===== src/hdl/lse_pkg.sv =====
// ----------------------------------------------------------------------------
// lse_pkg
// Types and character constants shared by the literal string escaper modules.
// ----------------------------------------------------------------------------
package lse_pkg;

	localparam int QDEPTH = 4;
	localparam int QAW    = $clog2(QDEPTH);

	localparam logic [7:0] CH_LPAREN = 8'h28;
	localparam logic [7:0] CH_RPAREN = 8'h29;
	localparam logic [7:0] CH_BSLASH = 8'h5C;
	localparam logic [7:0] CH_ZERO   = 8'h30;
	localparam logic [7:0] PRINT_LO  = 8'h20;
	localparam logic [7:0] PRINT_HI  = 8'h7E;

	localparam logic [2:0] LEN_PLAIN  = 3'd1;
	localparam logic [2:0] LEN_LETTER = 3'd2;
	localparam logic [2:0] LEN_OCTAL  = 3'd4;

	typedef struct packed {
		logic [7:0] data_byte;
		logic       is_first;
		logic       is_last;
		logic       empty_string;
	} raw_item_t;

	typedef struct packed {
		logic [7:0] out_byte;
		logic       run_last;
		logic       string_end;
	} enc_item_t;

	// classified work for the emitter: optional parens around up to four body chars
	typedef struct packed {
		logic            opn;
		logic            cls;
		logic [2:0]      body_len;
		logic [3:0][7:0] body;
	} desc_t;

endpackage


===== src/hdl/lse_front.sv =====
// ----------------------------------------------------------------------------
// lse_front
// Classifies one raw byte into an emit descriptor.
// ----------------------------------------------------------------------------
module lse_front
	import lse_pkg::*;
(
	input  raw_item_t item,
	output desc_t     desc
);

	logic [7:0] letter;
	logic       has_letter;

	always_comb begin
		has_letter = 1'b1;
		unique case (item.data_byte)
			8'h5C: letter = CH_BSLASH;
			8'h28: letter = CH_LPAREN;
			8'h29: letter = CH_RPAREN;
			8'h0A: letter = 8'h6E;
			8'h0D: letter = 8'h72;
			8'h09: letter = 8'h74;
			8'h08: letter = 8'h62;
			8'h0C: letter = 8'h66;
			default: begin
				letter     = 8'h00;
				has_letter = 1'b0;
			end
		endcase
	end

	always_comb begin
		desc.opn  = item.empty_string | item.is_first;
		desc.cls  = item.empty_string | item.is_last;
		desc.body = '0;
		if (item.empty_string) begin
			desc.body_len = 3'd0;
		end else if (has_letter) begin
			desc.body_len = LEN_LETTER;
			desc.body[0]  = CH_BSLASH;
			desc.body[1]  = letter;
		end else if (item.data_byte >= PRINT_LO && item.data_byte <= PRINT_HI) begin
			desc.body_len = LEN_PLAIN;
			desc.body[0]  = item.data_byte;
		end else begin
			desc.body_len = LEN_OCTAL;
			desc.body[0]  = CH_BSLASH;
			desc.body[1]  = CH_ZERO | {6'd0, item.data_byte[7:6]};
			desc.body[2]  = CH_ZERO | {5'd0, item.data_byte[5:3]};
			desc.body[3]  = CH_ZERO | {5'd0, item.data_byte[2:0]};
		end
	end

endmodule


===== src/hdl/lse_queue.sv =====
// ----------------------------------------------------------------------------
// lse_queue
// Small descriptor fifo between the classifier and the emitter.
// ----------------------------------------------------------------------------
module lse_queue
	import lse_pkg::*;
(
	input  logic  clk,
	input  logic  arst_n,
	input  logic  push,
	input  desc_t wdata,
	output logic  full,
	input  logic  pop,
	output logic  nonempty,
	output desc_t rdata
);

	desc_t          mem_q [QDEPTH];
	logic [QAW-1:0] wptr_q;
	logic [QAW-1:0] rptr_q;
	logic [QAW:0]   count_q;

	assign full     = (count_q == (QAW+1)'(QDEPTH));
	assign nonempty = (count_q != '0);
	assign rdata    = mem_q[rptr_q];

	always_ff @(posedge clk) begin
		if (push) begin
			mem_q[wptr_q] <= wdata;
		end
	end

	always_ff @(posedge clk or negedge arst_n) begin
		if (!arst_n) begin
			wptr_q  <= '0;
			rptr_q  <= '0;
			count_q <= '0;
		end else begin
			if (push) begin
				wptr_q <= wptr_q + 1'b1;
			end
			if (pop) begin
				rptr_q <= rptr_q + 1'b1;
			end
			if (push && !pop) begin
				count_q <= count_q + 1'b1;
			end else if (pop && !push) begin
				count_q <= count_q - 1'b1;
			end
		end
	end

	a_no_push_full: assert property (@(posedge clk) disable iff (!arst_n)
		full |-> !push) else $error("push into full queue");
	a_no_pop_empty: assert property (@(posedge clk) disable iff (!arst_n)
		!nonempty |-> !pop) else $error("pop from empty queue");
	a_count_range: assert property (@(posedge clk) disable iff (!arst_n)
		count_q <= (QAW+1)'(QDEPTH)) else $error("queue count overflow");

endmodule


===== src/hdl/lse_back.sv =====
// ----------------------------------------------------------------------------
// lse_back
// Walks one descriptor a character per cycle into the output register, unless enc_stall holds it.
// ----------------------------------------------------------------------------
module lse_back
	import lse_pkg::*;
(
	input  logic      clk,
	input  logic      arst_n,
	input  logic      head_valid,
	input  desc_t     head,
	output logic      pop,
	output logic      enc_valid,
	input  logic      enc_stall,
	output enc_item_t enc_data
);

	logic [2:0] pos_q;
	logic       out_valid_q;
	enc_item_t  out_q;

	logic [2:0] total;
	logic [2:0] idx;
	logic       is_last;
	logic       emit;
	enc_item_t  nxt;

	always_comb begin
		total   = {2'b00, head.opn} + head.body_len + {2'b00, head.cls};
		idx     = pos_q - {2'b00, head.opn};
		is_last = (pos_q == total - 3'd1);
		emit    = head_valid && (!out_valid_q || !enc_stall);
		pop     = emit && is_last;

		nxt.run_last   = is_last;
		nxt.string_end = 1'b0;
		if (head.opn && pos_q == 3'd0) begin
			nxt.out_byte = CH_LPAREN;
		end else if (idx < head.body_len) begin
			nxt.out_byte = head.body[idx[1:0]];
		end else begin
			// only the closing paren remains past the body
			nxt.out_byte   = CH_RPAREN;
			nxt.string_end = 1'b1;
		end
	end

	always_ff @(posedge clk or negedge arst_n) begin
		if (!arst_n) begin
			pos_q       <= '0;
			out_valid_q <= 1'b0;
		end else begin
			if (emit) begin
				pos_q       <= is_last ? 3'd0 : pos_q + 3'd1;
				out_valid_q <= 1'b1;
			end else if (!enc_stall) begin
				out_valid_q <= 1'b0;
			end
		end
	end

	always_ff @(posedge clk) begin
		if (emit) begin
			out_q <= nxt;
		end
	end

	assign enc_valid = out_valid_q;
	assign enc_data  = out_q;

	a_pos_range: assert property (@(posedge clk) disable iff (!arst_n)
		head_valid |-> pos_q < total) else $error("position past descriptor");
	a_pop_last: assert property (@(posedge clk) disable iff (!arst_n)
		pop |=> (enc_valid && enc_data.run_last)) else $error("pop without last char");
	a_end_paren: assert property (@(posedge clk) disable iff (!arst_n)
		(enc_valid && enc_data.string_end) |->
		(enc_data.out_byte == CH_RPAREN && enc_data.run_last))
		else $error("string end not on closing paren");
	a_pos_idle: assert property (@(posedge clk) disable iff (!arst_n)
		!head_valid |-> pos_q == 3'd0) else $error("position held with no work");

endmodule


===== src/hdl/literal_string_escaper_top.sv =====
// ----------------------------------------------------------------------------
// literal_string_escaper_top
// PDF literal string encoder: raw bytes in, escaped characters out.
//
//   channel   handshake              payload
//   raw       raw_valid / raw_stall  raw_data (raw_item_t)
//   enc       enc_valid / enc_stall  enc_data (enc_item_t)
//
// each raw transaction yields one to six enc transactions, one per cycle while enc_stall is low
// the emitter is the limit: it sends the backslash and three octal digits of an escape one by one
// a four-entry descriptor queue lets raw transactions keep landing meanwhile
// raw_stall is high only while the queue is full
// reset empties the queue and the output register
// ----------------------------------------------------------------------------
module literal_string_escaper_top
	import lse_pkg::*;
(
	input  logic      clk,
	input  logic      arst_n,
	input  logic      raw_valid,
	output logic      raw_stall,
	input  raw_item_t raw_data,
	output logic      enc_valid,
	input  logic      enc_stall,
	output enc_item_t enc_data
);

	desc_t new_desc;
	desc_t head;
	logic  full;
	logic  nonempty;
	logic  pop;

	lse_front u_front (
		.item (raw_data),
		.desc (new_desc)
	);

	lse_queue u_queue (
		.clk      (clk),
		.arst_n   (arst_n),
		.push     (raw_valid && !full),
		.wdata    (new_desc),
		.full     (full),
		.pop      (pop),
		.nonempty (nonempty),
		.rdata    (head)
	);

	lse_back u_back (
		.clk        (clk),
		.arst_n     (arst_n),
		.head_valid (nonempty),
		.head       (head),
		.pop        (pop),
		.enc_valid  (enc_valid),
		.enc_stall  (enc_stall),
		.enc_data   (enc_data)
	);

	assign raw_stall = full;

endmodule

===== config.mk =====
export PLATFORM = sky130hd
export DESIGN_NAME = literal_string_escaper_top
export DESIGN_NICKNAME = d
export VERILOG_FILES = /design/src/hdl/lse_pkg.sv /design/src/hdl/lse_front.sv /design/src/hdl/lse_queue.sv /design/src/hdl/lse_back.sv /design/src/hdl/literal_string_escaper_top.sv
export SDC_FILE = /design/constraint.sdc
export NUM_CORES = 1
export LEC_CHECK = 0
export ABC_AREA = 0
export BUFFER_PORTS_ARGS = -buffer_cell sky130_fd_sc_hd__buf_2
export CAP_MARGIN = 30
export CORE_MARGIN = 5
export CORE_UTILIZATION = 63
export DETAILED_ROUTE_END_ITERATION = 8
export GPL_ROUTABILITY_DRIVEN = 0
export PLACE_DENSITY = 0.81
export SLEW_MARGIN = 10
export SYNTH_ARGS = -nofsm -noshare
export SYNTH_HDL_FRONTEND = slang
export SYNTH_HIERARCHICAL = 1
export SYNTH_SLANG_ARGS = --single-unit

===== constraint.sdc =====
create_clock -name clk -period 5.1 [get_ports clk]
set_input_delay 0.255 -clock clk [delete_from_list [all_inputs] [get_ports clk]]
set_output_delay 0.255 -clock clk [all_outputs]
set_load 0.005 [all_outputs]

**Word-level counts from Yosys, hierarchy flattened**

Memory sizes are Yosys's and may differ from the RTL's.
Cells that the tools add are included.

- Register bits after elaboration: 21
- Bits in writable memories: 148
- Input bits: 15
- Output and inout port bits: 12
- Logic and storage cells: 76
- Memories: 1

Memories:

| memory | words | bits a word | rd ports | clocked after memory_dff | write ports | line | RTL |
|---|---|---|---|---|---|---|---|
| u_queue.mem_q | 4 | 37 | 1 | 0 | 1 | lse_queue.sv:18 | `desc_t mem_q [QDEPTH];` |

- $add $sub $neg: 9
- Magnitude comparators: 4
- Equality and inequality tests: 11
- Muxes and demuxes: 21
- Bitwise logic cells: 3
- Reduce and logical (&&, ||, !) cells: 18

Operator list:

| kind | count |
|---|---|
| $pmux W7 S8 | 1 |
| $eq A8 B4 Y1 const B | 5 |
| $mux W16 | 2 |
| $mux W32 | 1 |
| $mux W22 | 1 |
| $mux W3 | 6 |
| $bmux W8 S2 | 1 |
| $eq A8 B6 Y1 const B | 2 |
| $mux W8 | 2 |
| $eq A8 B7 Y1 const B | 1 |
| $ge A8 B6 Y1 const B | 1 |
| $le A8 B7 Y1 const B | 1 |
| $reduce_or A8 Y1 | 1 |
| $logic_and A1 B1 Y1 | 7 |
| $mux W1 | 7 |
| $add A3 B1 Y3 const B | 2 |
| $sub A3 B1 Y3 const B | 2 |
| $logic_not A1 Y1 | 5 |
| $add A2 B1 Y2 const B | 2 |
| $add A1 B3 Y3 | 1 |
| $add A3 B1 Y3 | 1 |
| $eq A3 B3 Y1 | 1 |
| $eq A3 B3 Y1 const B | 1 |
| $logic_not A3 Y1 | 1 |
| other kinds (10) | 11 |

**Longest topological paths before layout**

Gate-level depths: netlist of the first run.
An unclocked memory read counts as a cell.

- Depth after elaboration: 9
- Gate-level depth with buffers: 19
- Depth with buffers taken out: 18

**Hierarchy**

The synthesis of the first run kept the hierarchy.

Modules (own cells, without submodules):

| module | instances | cells an instance | area each (µm²) | seq. area each (µm²) |
|---|---|---|---|---|
| lse_queue | 1 | 227 | 5,725.5 | 4,619.4 |
| lse_back | 1 | 77 | 1,001.0 | 400.4 |
| lse_front | 1 | 90 | 598.1 | 0.0 |
| literal_string_escaper_top | 1 | 1 | 13.8 | 0.0 |

**Worst setup path after synthesis of the first run**

OpenSTA, ideal clock, no wires.

- Path type: register to register
- From: register u_queue.rptr_q[0]
- To: register u_queue.count_q[1]
- Setup time: 125 ps
- Arrival: 3,586 ps
- Data required time: 4,975 ps
- Slack: 1,389 ps
- Stages on the path, launching flop included: 18
- Buffers on the path: 1
- Clock period less this slack: 3,711 ps
- Cells stage by stage: dfrtp_1 buf_6 mux4_2 inv_1 ha_1 inv_1 ha_1 inv_1 fa_1 xor2_1 xnor2_1 nor3_2 and2_1 inv_1 ha_1 inv_1 fa_1 mux2_2

RTL lines:

| what | line | RTL |
|---|---|---|
| start: declaration | lse_queue.sv:20 | `logic [QAW-1:0] rptr_q;` |
| start signal: assignment | lse_queue.sv:43 | `rptr_q <= rptr_q + 1'b1;` |
| end signal: assignment | lse_queue.sv:46 | `count_q <= count_q + 1'b1;` |
| end signal: assignment | lse_queue.sv:48 | `count_q <= count_q - 1'b1;` |
| end: declaration | lse_queue.sv:21 | `logic [QAW:0] count_q;` |

==> out/summary.txt, run 1 <==
DRT iter0 DRCs = 310
clk_skew = 11.5 ps
Worst EP arrival = 4410 ps
Post-synth EDFFs = 158
placed inst area = 7560 sq um
Gates resized, CTS repair = 0
die width = 118 um
Ys Warns = 6
Nets = 454
global-route wire length before repair = 21400 um
asr flop ratio synth = 0.0651
Final WS setup = 1030 ps
post-layout util = 0.718
top_reg_cell synth = edfxtp_1
most frequent cells after synthesis = edfxtp_1 (158), mux4_2 (45), inv_1 (18)
Placement Setup Slack = 1010 ps
leading post-synthesis cells by cell area = edfxtp_1 (65%), mux4_2 (14%), dfrtp_1 (3.8%), ha_1 (2.2%), buf_4 (1.4%)
final slew viol count = 0
Reg clk slew, reported paths = 60 ps
Req. time, crit path = 5450 ps
FP Rows = 39
CTS tree = built
# hold bufs at CTS = 1
outcome = finished, final reports clean
MaxCap Viol Count = 0
Vias = 3660
synthesis-to-finish area growth = 11.7%
total negative slack = 0 ps
CTS Root Cell = clkbuf_16
CP endpoint kind = register
peak supply drop = 0.000450 V
crit path time final = 4070 ps
Clk Latency, worst-skew pair = 430 ps
Port Buffers = 26
postcts setup bufs = 0
Starting Density = 0.643
gr usage total = 0.205
first-pass detailed-route iteration total = 6
leading area contributor after synthesis = edfxtp_1
htree depth = 4
Leak = 2.90 nW
worst-margin pin slew = 927 ps
Hold Vio Cnt, Final = 0
die area = 13900 sq um
clk buf depth = 2
share of layout cells above drive strength 1 = 0.300
Synth top area share = 0.647
initial antenna violation count = 0
drt total wl = 13200 um
CP Launch Type = register
HPWL Detailed = 7980 um
mean number of vias per cell = 6.31
Post-Syn Area per Cell = 18.6 sq um
post-synthesis register bit count = 169
ANT cells = 0
pwr/cell area = 624 nW/um^2
clock sinks = 169
Tcrit/Tclk final = 0.798
Rel. slew slack = 0.378
count of final setup violators = 0
Cell Area, Synth = 7340 sq um
die height = 118 um
Crit Path Category = reg2reg
grt ovf = 0
largest net degree at the start of global routing = 31
Post-Syn Instances = 395
FMAX = 246 MHz
top-count cell post-synth = edfxtp_1
worst-path maximum fanout = 13
DR WL/cell = 22.8 um
TritonCTS buffer count = 17
Final Cell Area = 8200 sq um
Synth cell types = 55
Antenna Nets Post-Route = 0
vias in the first global route = 3737
Hold Path Class = in2reg
num ports = 27
unrepaired setup endpoints after global routing = no
core region area = 11400 sq um
Residual DRC = 0
post-synthesis sequential area ratio = 0.684
-- sequential cells by signal, indices dropped and copies added (netlist names) --
name and cells:
u_queue/mem_q 148, u_back/enc_valid 1, u_queue/rptr_q 2, u_back/enc_data 10, u_queue/count_q 3, u_back/pos_q 3, u_queue/wptr_q 2
-- path summary, 6_finish.rpt --
path                                                start                        endpoint  slack (ps)  cells past startpoint
setup / recovery            u_queue/rptr_q[0]$_DFFE_PN0P_  u_queue/count_q[2]$_DFFE_PN0P_        1030                     18
hold / removal                                  enc_stall    u_back/enc_valid$_DFFE_PN0P_          70                      2
setup reg to reg            u_queue/rptr_q[0]$_DFFE_PN0P_  u_queue/count_q[2]$_DFFE_PN0P_        1030                     18
hold reg to reg            u_queue/count_q[2]$_DFFE_PN0P_  u_queue/count_q[2]$_DFFE_PN0P_         480                      1
max in group asynchronous                          arst_n   u_queue/rptr_q[0]$_DFFE_PN0P_        4650                      2
min in group asynchronous                          arst_n    u_back/enc_valid$_DFFE_PN0P_         220                      2
-- worst max-delay path: stages (launching register included) --
cell	delay (ps)
dfrtp_2	610
mux4_2	600
inv_1	80
ha_1	220
inv_1	60
ha_1	130
inv_1	50
fa_1	370
xor2_1	160
xnor2_1	300
nor3_2	110
and2_1	180
inv_1	70
ha_1	190
inv_1	70
fa_1	370
xor2_1	170
nor2_1	120
xor2_1	150
-- placed cells by master (no fill, tap or decap), types with 5 or more instances in the layout --
cell,n
nor2b_1,5
and2_2,6
conb_1,8
dfrtp_1,10
nor2_1,13
buf_2,26
ha_1,13
a21oi_1,10
nand2_1,5
o21ai_0,9
xor2_1,8
edfxtp_1,158
mux4_2,45
and3_1,9
clkbuf_16,17
inv_1,18
-- through the flow --
step | instances | hold slack, ps | power (mW)
finish | 580 | 65.4 | 5.11
detailed placement | 547 | 143 | 3.78
global route | 580 | 74.9 | 5.38
CTS | 580 | 56.2 | 5.16
floorplan | 402 | -40.6 | 3.35
global placement | 543 | 139 | 3.70
-- metal layers --
layer | share of wire | vias up | track usage
li1 | - | 1608 | -
met4 | 0.011 | 0 | 0.0595
met5 | 0 | - | 0
met1 | 0.40 | 1879 | 0.280
met3 | 0.068 | 13 | 0.0586
met2 | 0.52 | 160 | 0.327
-- cell type report --
class	count	area (sq um)
flip-flops and latches	169	5020
fillers	679	3220
multi-input cells	185	2070
clock buffers	17	425
repair buffers	33	235
clock inverters	15	198
well taps	143	179
inverters	18	67.6
-- power by group --
part           switching, mW  total [mW]  internal [mW]
Clock                  0.522        1.34          0.821
Sequential             0.141        2.04           1.90
Combinational          0.903        1.73          0.828
Total                   1.57        5.11           3.55
-- cells by family after synthesis --
kind of cell             after synthesis  synth area share
XOR/XNOR                              13            0.0165
other                                  1          0.000511
AO/OA/AOI/OAI                         36            0.0355
multiplexers                          46             0.140
buffers and inverters                 48            0.0380
adder cells (fa/ha/maj)               15            0.0276
AND/OR/NAND/NOR                       67            0.0581
flip-flops                           169             0.684
(Power assumes the default switching activity.)
==> run 2: changes to the inputs <==
Settings changed: CORE_UTILIZATION 63 to 57, PLACE_DENSITY 0.81 to 0.77.
Clock period 5.1 ns to 3.57 ns, I/O delays scaled along.
==> run 2 against run 1 <==
Net effect:
- the flow now finishes with violations (setup timing)
- global-route usage shrank 0.17 points
- sequential share of layout area shrank 2.6 points
- combinational power grew 94%
- worst hold slack lost 45 ps
==> out/summary.txt, run 2 (synthesis gave the netlist of run 1 again) <==
clk buf depth = 2
Antenna Nets Post-Route = 0
Hold Path Class = in2reg
peak supply drop = 0.000468 V
Crit Path Category = reg2reg
Nets = 477
FMAX = 280 MHz
Reg clk slew, reported paths = 60 ps
drt total wl = 14200 um
register bank with the most flops = u_queue/mem_q
Req. time, crit path = 3890 ps
Residual DRC = 0
Hold Vio Cnt, Final = 0
global-route wire length before repair = 22400 um
unrepaired setup endpoints after global routing = yes
Port Buffers = 26
CP Launch Type = register
largest net degree at the start of global routing = 24
Tot Pwr = 8.23 mW
TritonCTS buffer count = 17
Tcrit/Tclk final = 1.00
crit path max-delay cell type = mux4_2
critical path's largest stage delay = 550 ps
die height = 123 um
Starting Density = 0.581
die area = 15200 sq um
total negative slack = -3.57 ps
most frequent cells in the layout = edfxtp_1 (158), mux4_2 (45), buf_2 (26)
post-layout util = 0.678
commonest non-fill, non-tap cell in the layout = edfxtp_1
cells along the critical path = mux4_2, inv_2, ha_4, inv_4, ha_4, inv_2, fa_2, xor2_2, xnor2_2, nor3_2, and2_4, inv_4, ha_4, inv_2, fa_2, xor2_1, nor2_1, xor2_1
FP Rows = 41
first-pass detailed-route iteration total = 7
Vias = 3787
num ports = 27
CTS Root Cell = clkbuf_16
worst-path maximum fanout = 5
failing checks = setup timing
gr usage total = 0.203
Leak = 3.06 nW
crit path time final = 3570 ps
worst-margin pin slew = 688 ps
Worst EP arrival = 3900 ps
final slew viol count = 0
die width = 123 um
ANT cells = 0
pwr/cell area = 961 nW/um^2
Clk Latency, worst-skew pair = 410 ps
clk_skew = 6.22 ps
HPWL Detailed = 8470 um
htree depth = 4
outcome = finished with violations
grt ovf = 0
core region area = 12600 sq um
initial antenna violation count = 0
mean number of vias per cell = 5.99
count of final setup violators = 1
worst hold margin = 20.2 ps
Rel. slew slack = 0.541
max FFs per register = 148
vias in the first global route = 3933
MaxCap Viol Count = 0
DRT iter0 DRCs = 414
share of layout cells above drive strength 1 = 0.372
Final WS setup = -3.57 ps
Placement Setup Slack = -56.5 ps
CTS tree = built
CP endpoint kind = register
DR WL/cell = 22.4 um
synthesis-to-finish area growth = 16.7%
clock sinks = 169
run 2: timing repair:
action	in CTS	in global routing
cloned	0	0
endpoints found under the setup margin	2	4
setup buffers	10	4
gates resized for setup	12	7
hold buffers	1	0
pin swaps	6	10
hold endpoints to repair	11	0
run 2: layout make-up:
type	count	area [sq um]
timing repair buffer	56	449
tap	172	215
clock inverter	14	228
inverter	18	72.6
multi-input combinational	185	2150
fill	815	4060
clock buffer	18	429
sequential	169	5020
run 2: report_power, final:
group	internal (mW)	switching (mW)
clock	1.31	0.707
combinational	1.75	1.60
sequential	2.71	0.157
total	5.77	2.46
run 2: metrics by stage:
stage                     std cells  instance area (sq um)
after global routing            632                   8560
after floorplan                 402                   7380
after detailed placement        585                   7700
after CTS                       628                   8490
after global placement          581                   7600
final                           632                   8560
run 2: final timing paths:
| check | start | to | slack (ps) | depth (start not counted) |
|---|---|---|---|---|
| min in group asynchronous | arst_n | u_back/pos_q[1]$_DFFE_PN0P_ | 170 | 2 |
| hold reg to reg | u_queue/count_q[2]$_DFFE_PN0P_ | u_queue/count_q[2]$_DFFE_PN0P_ | 530 | 1 |
| hold / removal | enc_stall | u_back/enc_valid$_DFFE_PN0P_ | 20 | 2 |
| setup reg to reg | u_queue/rptr_q[0]$_DFFE_PN0P_ | u_queue/count_q[2]$_DFFE_PN0P_ | -4 | 18 |
| setup / recovery | u_queue/rptr_q[0]$_DFFE_PN0P_ | u_queue/count_q[2]$_DFFE_PN0P_ | -4 | 18 |
| max in group asynchronous | arst_n | u_queue/rptr_q[0]$_DFFE_PN0P_ | 3160 | 2 |
run 2: routing by layer:
metal | share of wire | global-route usage | vias to the layer above | wire length (um)
li1 | - | - | 1651 | -
met1 | 0.41 | 0.275 | 1986 | 5740
met2 | 0.53 | 0.341 | 135 | 7460
met3 | 0.057 | 0.0448 | 15 | 803
met4 | 0.011 | 0.0471 | 0 | 157
met5 | 0 | 0 | - | 0
run 2: critical path, delay by kind of cell (launching register included):
| kind | cells | cell delay [ps] |
|---|---|---|
| mux | 1 | 550 |
| simple gates | 3 | 400 |
| xor+xnor | 4 | 690 |
| buf+inv | 5 | 270 |
| fa+ha+maj | 5 | 1140 |
| flops | 1 | 430 |
